### config.mk
export PLATFORM = sky130hd
export DESIGN_NAME = pli_cell
export DESIGN_NICKNAME = d
export VERILOG_FILES = /design/src/rtl/core/piecewise_linear_interpolator_unit_macros.svh /design/src/rtl/core/pli_pkg.sv /design/src/rtl/core/pli_cell.sv
export SDC_FILE = /design/constraint.sdc
export NUM_CORES = 1
export LEC_CHECK = 0
export BUFFER_PORTS_ARGS = -buffer_cell sky130_fd_sc_hd__buf_2
export CORE_AREA = 2 2 73 75
export DETAILED_ROUTE_END_ITERATION = 12
export DIE_AREA = 0 0 75 77
export PLACE_DENSITY = 0.75
export SLEW_MARGIN = 20
export SYNTH_ARGS = -nofsm -noshare
export SYNTH_HDL_FRONTEND = slang
export SYNTH_SLANG_ARGS = --single-unit
### constraint.sdc
create_clock -name clk -period 0.8 [get_ports clk]
set_input_delay 0.04 -clock clk [delete_from_list [all_inputs] [get_ports clk]]
set_output_delay 0.04 -clock clk [all_outputs]
set_load 0.005 [all_outputs]
### src/rtl/core/piecewise_linear_interpolator_unit_macros.svh
// Assertion macros for the piecewise linear interpolator.
// Included by the top level; depends on nothing.
`ifndef PIECEWISE_LINEAR_INTERPOLATOR_UNIT_MACROS_SVH
`define PIECEWISE_LINEAR_INTERPOLATOR_UNIT_MACROS_SVH
// Antecedent implies consequent in the same cycle.
`define PLI_ASSERT_IMP(lbl, ante, cons, msg) \
    lbl: assert property (@(posedge clk) disable iff (!rst_n) (ante) |-> (cons)) \
        else $error(msg);
// Antecedent implies consequent in the next cycle.
`define PLI_ASSERT_NXT(lbl, ante, cons, msg) \
    lbl: assert property (@(posedge clk) disable iff (!rst_n) (ante) |=> (cons)) \
        else $error(msg);
`endif

### src/rtl/core/pli_pkg.sv
// Package for the piecewise linear interpolator.
// Holds commands, status codes, sequencer states and the cell link type.
package pli_pkg;
    localparam int MaxPointsDefault = 64;
    localparam int DataW = 32;
    localparam int CountW = 7;

    typedef enum logic [1:0] {
        CMD_CLEAR  = 2'd0,
        CMD_APPEND = 2'd1,
        CMD_QUERY  = 2'd2,
        CMD_NONE   = 2'd3
    } cmd_t;

    typedef enum logic [1:0] {
        ST_OK    = 2'd0,
        ST_FULL  = 2'd1,
        ST_RANGE = 2'd2,
        ST_RSVD  = 2'd3
    } status_t;

    typedef enum logic [2:0] {
        S_IDLE, S_SHIFT, S_PICK, S_MUL, S_DIV, S_DONE
    } seq_state_t;

    // Data travelling along the cell chain.
    typedef struct packed {
        logic signed [31:0] x;
        logic signed [31:0] y;
    } link_t;
endpackage

### src/rtl/core/pli_cell.sv
// One breakpoint cell of the chain; holds an (x, y) pair.
// Depends on pli_pkg.
module pli_cell
    import pli_pkg::*;
(
    input  logic  clk,
    input  logic  shift,
    input  link_t din,
    output link_t dout
);
    link_t data_reg;

    // Payload only: validity of entries is tracked by the fill count.
    always_ff @(posedge clk)
    begin
        if (shift)
        begin
            data_reg <= din;
        end
    end

    assign dout = data_reg;
endmodule

-- After elaboration in Yosys (flattened, before gate mapping)
Index checks and enable logic that the tools add are counted.
- word-level logic and storage cells: 2
- flip-flop bits (word level): 64
- output and inout port bits: 64

-- Logic depth before layout (Yosys ltp)
- depth in word-level cells: 0
- depth in mapped cells: 0
- depth with buffers taken out: 0

-- Least setup slack after synthesis
Ideal clock, no wire load.
- path type: register to output
- from: reg data_reg (netlist bit dout[0])
- to: out dout[0] (netlist bit)
- cell stages (with the launch flop): 1
- arrival time: 0.355 ns
- slack: 0.405 ns
- required time: 0.760 ns
- cells stage by stage: edfxtp_1
- RTL lines (element ; line ; RTL):
    start: declaration ; pli_cell.sv:11 ; link_t data_reg;
    start signal: assignment ; pli_cell.sv:18 ; data_reg <= din;
    end: declaration ; pli_cell.sv:9 ; output link_t dout
No word-level cell between the ends.

-- Worst setup path in the final report
- from: reg data_reg (netlist bit dout[57])
- to: out dout[57] (netlist bit)
No word-level cell between the ends.

==> impl_metrics.toml <==
[power_and_ir_drop]
worst_ir_drop_vdd_mv = 1.35
power.density_nw_per_um2 = 2090
power.leakage_nw = 1.51
p_total_w = 0.00735

[critical_path]
element_type_at_the_critical_path_start = "flip-flop"
critPathArrivalTime_ps = 870
cp_num_buf_inv = 1
critical_path_fanouts_max = 1
critical-path-slowest-cell = "sky130_fd_sc_hd__edfxtp_1"
required_ps = 760
critPathKind = "reg -> out"
crit_chain = "buf_2"
critPathCaptureType = "output port"
crit_family = "flip-flops"
worst_path_largest_cell_delay_ps = 400

[floorplanning]
core-area_um2 = 4980
initial_core_util_pct = 38.6
placement_rows = 26
ios = 130
design.die.area_um2 = 5780
fp.dieW_um = 75
fp.dieH_um = 77

[layout]
post_route_standard_cell_area_excluding_fillers_um2 = 3510
area_delta_synth_final_pct = 82.9
commonest_non_fill_non_tap_cell_in_the_layout = "sky130_fd_sc_hd__buf_2"
fin_nets = 336
utilization_after_layout_pct = 70.6
largest_reg_flops = 64
most-common-layout-cells = "129 x sky130_fd_sc_hd__buf_2, 64 x sky130_fd_sc_hd__edfxtp_1, 64 x sky130_fd_sc_hd__dlygate4sd3_1"
n_multi_input_combinational_cell = 0
antenna-diode-count = 0
layout-drive-gt1-share_pct = 52.0
area_of_all_sequential_standard_cells_um2 = 1920
multi_input_combinational_cell_area_um2 = 0
filler_cell_count = 319

[synthesis]
synthesized_instance_count = 64
post_synth_and_or_nand_nor_area_fraction_pct = 0
syn_nets = 130
yosysUniqueCellTypes = 1
synthMuxAreaShare_pct = 0
synthAdderAreaFrac_pct = 0
mappedNetlistArea_um2 = 1920
yosysWarnings = 0
ys_seq_elements = 64
synth_compound_gate_area_share_pct = 0
avgSynthCellArea_um2 = 30.0
synth-xor-area-share_pct = 0
synth_sequential_area_ratio_pct = 100

[clocking]
cts.reportedPaths.clkPinSlew_ps = 70
h-tree-depth = 3
post-cts-setup-buffers = 0
cts_buffers = 9
cts_tree = "built"
cts.sinks = 64
cts.path.max_buffers = 2
cts_repair_resize_count = 0
root_buffer = "sky130_fd_sc_hd__clkbuf_8"

[route]
drt_pass1_iterations = 4
first_iter_violations = 58
top_signal_layer_used = "met4"
wl_met1_um = 1640
drt.antenna.violating_nets = 0
vias_per_cell = 4.18
drcViolationCount = 0
vias = 1442
drt_wl_total_um = 4920
wire_length_on_met3_um = 451
routed_length_on_met2_um = 2760
route.detailed.wl_per_inst_um = 14.3

[run_status]
outcome = "complete, but fails checks"
violated_checks = "negative setup slack"

[job]
cap_violations = 0

[timing]
timing.fmax_mhz = 1100
worstMarginPinSlew_ps = 179
maxSlewViolCount = 0
worst_slack_ps = -111
grt_setup_unrepaired = "true"
setup-violations-final = 64
report.final.hold_viol_count = 0
post-route-period-util_pct = 114
timing.slew.headroom_pct = 88.1
setup-tns-final_ps = -3600
post-route-min-period_ps = 911

[global_route]
via_count_of_the_first_global_routing_pass = 1564
total_global_routing_track_utilization_pct = 18.3
grt_start_max_net_pins = 35
grt_overflow = 0
grt_first_pass_wirelength_um = 7330
grt_antenna_before_repair = 0

[placed_design]
io_buffers = 129
post_dp_cell_area_um2 = 2700
gpl.final_weighted_congestion = 0.708

[worst_hold_path]
hold_path.class = "in -> reg"
cell usage after synthesis (all sizes together):
| library cell | instances | area (um2) |
|---|---|---|
| edfxtp | 64 | 1920 |
cell type report:
type | count | share of cell area (%)
clock inverter | 5 | 1.35
sequential | 64 | 54.7
timing repair buffer | 195 | 37.7
clock buffer | 11 | 3.74
tap | 70 | 2.49
stage by stage:
step	hold WS, ps	std cells	worst slack, ps
2_1_floorplan	139	64	405
3_3_place_gp	216	265	91.7
3_5_place_dp	218	265	81.7
4_1_cts	192	345	-94.3
5_1_grt	209	345	-142
6_report	216	345	-111
final timing paths:
check	from	to	slack, ps	cells past startpoint
setup / recovery	dout[57]	dout[57]	-110	1
hold / removal	shift	dout[47]	220	2
cell families after synthesis:
group  Yosys count
flops           64
per-layer routing:
metal	vias up	global-route usage [%]
li1	672	-
met1	678	17.0
met2	84	32.3
met3	8	7.49
met4	0	10.2
met5	-	0
what timing repair did:
item / 4_1_cts / 5_1_grt
hold buffers: 64 / 0
pin swaps: 0 / 0
hold endpoints to repair: 64 / 0
gates cloned: 0 / 0
endpoints found under the setup margin: 64 / 64
power breakdown:
group          switching [W]  internal, W  leakage [nW]
clock                0.00112      0.00141        0.0922
sequential         0.0000637      0.00398         0.626
combinational       0.000285     0.000493         0.794
(Power assumes the default switching activity.)
