===== config.mk =====
export PLATFORM = sky130hd
export DESIGN_NAME = pli_div
export DESIGN_NICKNAME = d
export VERILOG_FILES = /design/src/rtl/core/piecewise_linear_interpolator_unit_macros.svh /design/src/rtl/core/pli_pkg.sv /design/src/rtl/core/pli_div.sv
export SDC_FILE = /design/constraint.sdc
export NUM_CORES = 1
export LEC_CHECK = 0
export BUFFER_PORTS_ARGS = -buffer_cell sky130_fd_sc_hd__clkbuf_2
export CAP_MARGIN = 10
export CORE_ASPECT_RATIO = 0.9
export CORE_MARGIN = 10
export CORE_UTILIZATION = 50
export DETAILED_ROUTE_END_ITERATION = 6
export PLACE_DENSITY = 0.81
export SLEW_MARGIN = 0
export SYNTH_ARGS = -nofsm -noshare
export SYNTH_HDL_FRONTEND = slang
export SYNTH_SLANG_ARGS = --single-unit

===== constraint.sdc =====
create_clock -name clk -period 3.4 [get_ports clk]
set_input_delay 0.68 -clock clk [delete_from_list [all_inputs] [get_ports clk]]
set_output_delay 0.68 -clock clk [all_outputs]
set_load 0.01 [all_outputs]

===== src/rtl/core/piecewise_linear_interpolator_unit_macros.svh =====
// Assertion macros for the piecewise linear interpolator.
// Included by the top level; depends on nothing.
`ifndef PIECEWISE_LINEAR_INTERPOLATOR_UNIT_MACROS_SVH
`define PIECEWISE_LINEAR_INTERPOLATOR_UNIT_MACROS_SVH
// Antecedent implies consequent in the same cycle.
`define PLI_ASSERT_IMP(lbl, ante, cons, msg) \
    lbl: assert property (@(posedge clk) disable iff (!rst_n) (ante) |-> (cons)) \
        else $error(msg);
// Antecedent implies consequent in the next cycle.
`define PLI_ASSERT_NXT(lbl, ante, cons, msg) \
    lbl: assert property (@(posedge clk) disable iff (!rst_n) (ante) |=> (cons)) \
        else $error(msg);
`endif


===== src/rtl/core/pli_pkg.sv =====
// Package for the piecewise linear interpolator.
// Holds commands, status codes, sequencer states and the cell link type.
package pli_pkg;
    localparam int MaxPointsDefault = 64;
    localparam int DataW = 32;
    localparam int CountW = 7;

    typedef enum logic [1:0] {
        CMD_CLEAR  = 2'd0,
        CMD_APPEND = 2'd1,
        CMD_QUERY  = 2'd2,
        CMD_NONE   = 2'd3
    } cmd_t;

    typedef enum logic [1:0] {
        ST_OK    = 2'd0,
        ST_FULL  = 2'd1,
        ST_RANGE = 2'd2,
        ST_RSVD  = 2'd3
    } status_t;

    typedef enum logic [2:0] {
        S_IDLE, S_SHIFT, S_PICK, S_MUL, S_DIV, S_DONE
    } seq_state_t;

    // Data travelling along the cell chain.
    typedef struct packed {
        logic signed [31:0] x;
        logic signed [31:0] y;
    } link_t;
endpackage


===== src/rtl/core/pli_div.sv =====
// Restoring divider, one quotient bit per cycle, 64 by 32 bits unsigned.
// Depends on pli_pkg.
module pli_div
    import pli_pkg::*;
(
    input  logic        clk,
    input  logic        rst_n,
    input  logic        start,
    input  logic [63:0] dividend,
    input  logic [31:0] divisor,
    output logic        done,
    output logic [63:0] quotient
);
    logic [63:0] quo_reg, quo_next;
    logic [32:0] rem_reg, rem_next;
    logic [31:0] dvs_reg;
    logic [6:0]  cnt_reg, cnt_next;
    logic        busy_reg, busy_next;
    logic [32:0] trial;

    always_comb
    begin
        quo_next  = quo_reg;
        rem_next  = rem_reg;
        cnt_next  = cnt_reg;
        busy_next = busy_reg;
        trial     = {rem_reg[31:0], quo_reg[63]};
        if (start)
        begin
            quo_next  = dividend;
            rem_next  = '0;
            cnt_next  = 7'd64;
            busy_next = 1'b1;
        end
        else if (busy_reg)
        begin
            if (trial >= {1'b0, dvs_reg})
            begin
                rem_next = trial - {1'b0, dvs_reg};
                quo_next = {quo_reg[62:0], 1'b1};
            end
            else
            begin
                rem_next = trial;
                quo_next = {quo_reg[62:0], 1'b0};
            end
            cnt_next = cnt_reg - 7'd1;
            if (cnt_reg == 7'd1)
            begin
                busy_next = 1'b0;
            end
        end
    end

    always_ff @(posedge clk or negedge rst_n)
    begin
        if (!rst_n)
        begin
            busy_reg <= 1'b0;
            cnt_reg  <= '0;
        end
        else
        begin
            busy_reg <= busy_next;
            cnt_reg  <= cnt_next;
        end
    end

    always_ff @(posedge clk)
    begin
        quo_reg <= quo_next;
        rem_reg <= rem_next;
        if (start)
        begin
            dvs_reg <= divisor;
        end
    end

    assign done     = busy_reg && (cnt_reg == 7'd1);
    assign quotient = quo_next;
endmodule


=== After elaboration in Yosys (flattened, before gate mapping) ===
Index checks and enable logic that the tools add are counted.

* Add/sub/neg operators: 2
* Magnitude comparators: 1
* Equal/unequal tests: 1
* Mux-type cells: 9
* Reductions and logical operators: 2

{| class="wikitable"
|+ Operators by type and width
! kind !! number
|-
| 64-bit 2-to-1 mux || 2
|-
| 33-bit by 32-bit >= comparator with 1-bit output || 1
|-
| 32-bit 2-to-1 mux || 1
|-
| 32-bit subtractor || 1
|-
| 7-bit 2-to-1 mux || 2
|-
| 7-bit by 1-bit equality test with 1-bit output, second input constant || 1
|-
| 7-bit by 1-bit subtractor with 7-bit output, second input constant || 1
|-
| 1-bit 2-to-1 mux || 4
|-
| 2-bit nonzero test || 1
|-
| 1-bit logical AND || 1
|}

* Bits in registers: 136
* Output and inout bits: 65

=== Logic depth before layout (Yosys ltp) ===
* Depth after elaboration: 4
* Mapped depth: 13
* Mapped depth without buffers: 12

=== Worst setup path before layout ===
Ideal clock, no wire load.

* Path type: reg2out
* Start point: register dvs_reg[26]
* End point: output port quotient[0]
* Arrival: 2413 ps
* Required time: 2720 ps
* Setup slack: 307 ps
* Stages on the path, launching flop included: 13
* Path buffers: 1
* Cell sequence: edfxtp_1 > inv_1 > ha_1 > clkbuf_1 > a21o_1 > a21o_1 > a21oi_1 > o21ai_1 > a211oi_1 > a21boi_1 > o21ai_0 > o21ai_0 > o21ai_0

* Cells in the longest elaborated chain, start to end: 4

{| class="wikitable"
|+ Ends and longest elaborated chain
! item !! RTL line !! source
|-
| start, declared || pli_div.sv:16 || <nowiki>logic [31:0] dvs_reg;</nowiki>
|-
| start signal, assigned || pli_div.sv:75 || <nowiki>dvs_reg <= divisor;</nowiki>
|-
| 33-bit by 32-bit >= comparator with 1-bit output || pli_div.sv:37 || <nowiki>if (trial >= {1'b0, dvs_reg})</nowiki>
|-
| 1-bit 2-to-1 mux || pli_div.sv:37 ||
|-
| 64-bit 2-to-1 mux || pli_div.sv:35 || <nowiki>else if (busy_reg)</nowiki>
|-
| 64-bit 2-to-1 mux || pli_div.sv:28 || <nowiki>if (start)</nowiki>
|-
| end, declared || pli_div.sv:12 || <nowiki>output logic [63:0] quotient</nowiki>
|}

No other way between the ends.

=== Worst setup path after layout ===
* Start point: register dvs_reg[13]
* End point: output port quotient[0]

The elaborated chain is that of the path after synthesis.

==> reports/results.tsv <==
metric	value	unit
numCtsBuffers	17	
pwr_density_cell	528	mW/mm2
worst_pin_slew	0.571	ns
cp-start-kind	flip-flop	
synth_nets	950	
synth_ff_type	dfxtp_1	
drtIter0Drc	561	
grtUsageTotal	19.6	%
postCtsHoldBufs	0	
cp.depth	12	
core_area	0.0141	mm2
grt_pass1_wl	32.3	mm
vias	6529	
netlist.area_leader.share	26.6	%
placed_area	0.00837	mm2
fin_area	0.00942	mm2
r2r_setup_slack	0.03	ns
firstDrtPassIters	7	
synth_top_area_cell	dfxtp_1	
status	finished, violations left	
grt_max_degree	89	
drv_cap	0	
cp.required	2.72	ns
port_buffers	163	
route.detailed.drc	1	
grt_overflow	0	
core.rowCount	41	
die_w	147	um
seqCellArea	0.00309	mm2
rsz0062_at_grt	yes	
place.gp.congestion	0.946	
syn-instance-count	816	
wl	19.8	mm
cp-end-kind	primary output	
slew_headroom	61.9	%
arrival	2.74	ns
io_pins	164	
fin_crit_sh	100	%
viasPerCell	5.40	
r2r_end	rem_reg[19]$_SDFFE_PP0P_	
final_max_slew_viol_count	0	
reg2reg_depth	20	
worstSkewPairLatency	0.42	ns
clk_pin_slew	0.06	ns
rr_startpoint	dvs_reg[13]$_DFFE_PP_	
syn_to_final_growth	30.6	%
ant_nets	0	
ys_ff_latch	136	
path_class	flip-flop to primary output	
final_nets	1136	
synth.distinct_cells	57	
htree_levels	4	
wl_per_cell	16.4	um
path_cells	inv_2 > ha_4 > a21oi_4 > nand2_1 > o311ai_4 > a22oi_2 > a21boi_2 > o21ai_1 > buf_4 > o21ai_4 > o21ai_2 > buf_2	
final.setup_skew	0.0103	ns
vdd_ir_drop_max	0.452	mV
drive_gt1_share	29.5	%
antenna_found_initial	0	
largest_reg_flops	64	
critPathMaxStageDelay	0.38	ns
synth_edf_count	32	
leakagePower	4.67	nW
hold_path_class	input port to asynchronous set/reset pin	
hold_violations	0	
finalSetupViolCount	1	
dieArea	0.0196	mm2
multi_input_area	0.00407	mm2
grt_pass1_vias	6523	
antenna_cells	0	
violations	design-rule violations, negative setup slack	
fmax	293	MHz
syn-cell-area	0.00721	mm2
clk_path_buf_depth	2	
post-dp-hpwl	14.1	mm
cts-root-buf	clkbuf_16	
clock_sinks	136	
ys_top_cells_by_area	dfxtp_1 (27%), edfxtp_1 (13%), mux2i_1 (9.2%)	
timing.final.ws_setup	-0.0166	ns
cpLargestDelayFamily	compound AO/OA/AOI/OAI gates	
crit_slowest_cell	edfxtp_1	
yosysSeqAreaShare	42.7	%
avgSynthCellArea	8.84	um2
critPathMaxFanout	6	
finalCriticalPeriod	3.42	ns
total_power	4.97	mW
start_util	51.3	%
tritoncts	built	
die_h	134	um
path_buf_inv	3	
fill_cells	1101	
ys_async_sr_fraction	5.88	%
yosysWarnings	0	
[cell usage after synthesis, drive strengths merged, types with 4 or more instances]
| library cell | count |
|---|---|
| a311oi | 25 |
| xnor2 | 21 |
| a21oi | 36 |
| a31oi | 6 |
| buf | 9 |
| nor3 | 12 |
| inv | 44 |
| edfxtp | 32 |
| dfxtp | 96 |
| o21bai | 6 |
| o21ai | 80 |
| o31ai | 5 |
| dfrtp | 8 |
| nor2b | 5 |
| nor2 | 55 |
| nand2b | 4 |
| nand4 | 9 |
| nand2 | 134 |
| o211ai | 6 |
| a21o | 17 |
| xor2 | 10 |
| ha | 34 |
| mux2i | 66 |
| o21a | 4 |
| a211oi | 7 |
| and3 | 7 |
| clkbuf | 39 |
| nand3 | 9 |
[worst reg2reg max path, stage by stage, from the launching register on]
cell      delay [ns]
edfxtp_1        0.34
inv_2           0.05
ha_4            0.31
nand2_4         0.09
o311ai_4        0.28
a21oi_2         0.10
buf_4           0.14
buf_4           0.12
buf_4           0.13
buf_4           0.13
buf_4           0.13
buf_4           0.12
buf_4           0.12
buf_4           0.12
buf_4           0.12
buf_4           0.14
a31oi_1         0.21
a21o_1          0.15
a21oi_1         0.08
xnor2_1         0.13
a211o_1         0.28
[cells by family (layout without fill, tap and decap cells)]
group                    count (synthesis)  after routing  share of synthesized area [%]
AND/OR/NAND/NOR                        245            245                           14.6
AO/OA/AOI/OAI                          210            210                           18.6
flip-flops                             136            136                           42.7
buffers and inverters                   93            292                           4.93
multiplexers                            66             66                           9.16
adder cells (fa/ha/maj)                 35             35                           6.18
XOR/XNOR                                31             31                           3.76
[where the power goes]
part | switching [mW] | total [mW] | internal, mW
combinational | 0.612 | 1.13 | 0.517
sequential | 0.128 | 1.97 | 1.84
clock | 0.755 | 1.87 | 1.12
[what timing repair did]
action	in CTS	in global routing
buffers inserted	15	5
hold endpoints to repair	0	0
gates resized for setup	34	28
pin swaps	11	22
endpoints found under the setup margin	1	4
[cell usage in the layout, fill, tap and decap left out, types with 19 or more instances in the layout]
cell and count:
xnor2_1 21, ha_1 20, nor2_1 51, nand2_1 132, a311oi_1 25, o21ai_0 72
dfxtp_1 95, clkbuf_16 19, buf_4 49, inv_1 40, a21oi_1 27, clkbuf_2 161
mux2i_1 66, edfxtp_1 32
[final cells by class]
cell class	instances	share of cell area (%)
inverter	45	1.79
timing repair buffer	215	13.3
clock buffer	20	5.09
multi-input combinational	587	43.2
tap	193	2.56
sequential	136	32.8
clock inverter	12	1.33
[per-stage QoR]
stage | cells | TNS (ns) | worst slack [ns] | hold WS, ns | util (%)
floorplan | 816 | 0 | 0.307 | 0.384 | -
global placement | 1156 | 0 | 0.201 | 0.480 | 59.6
detailed placement | 1156 | 0 | 0.0741 | 0.485 | 59.6
CTS | 1203 | 0 | 0.00661 | 0.0910 | 65.7
global route | 1208 | -0.246 | -0.183 | 0.0974 | 67.0
finish | 1208 | -0.0166 | -0.0166 | 0.104 | 67.0
[metal layers]
layer / GRT usage [%] / wire length [um]
met5: 0 / 0
met4: 6.83 / 263
met3: 7.46 / 1640
met2: 30.7 / 9050
met1: 24.2 / 8860
[worst max-delay path by stage]
stage | slack (ns) | end | startpoint
final | -0.02 | quotient[0] | dvs_reg[13]$_DFFE_PP_
after global routing | -0.18 | quotient[0] | dvs_reg[24]$_DFFE_PP_
after CTS | 0.007 | rem_reg[27]$_SDFFE_PP0P_ | dvs_reg[10]$_DFFE_PP_
after detailed placement | 0.07 | quotient[0] | dvs_reg[13]$_DFFE_PP_
after global placement | 0.20 | quotient[0] | dvs_reg[13]$_DFFE_PP_
after floorplan | 0.31 | quotient[0] | dvs_reg[26]$_DFFE_PP_
Power figures use the tool's default switching activity.
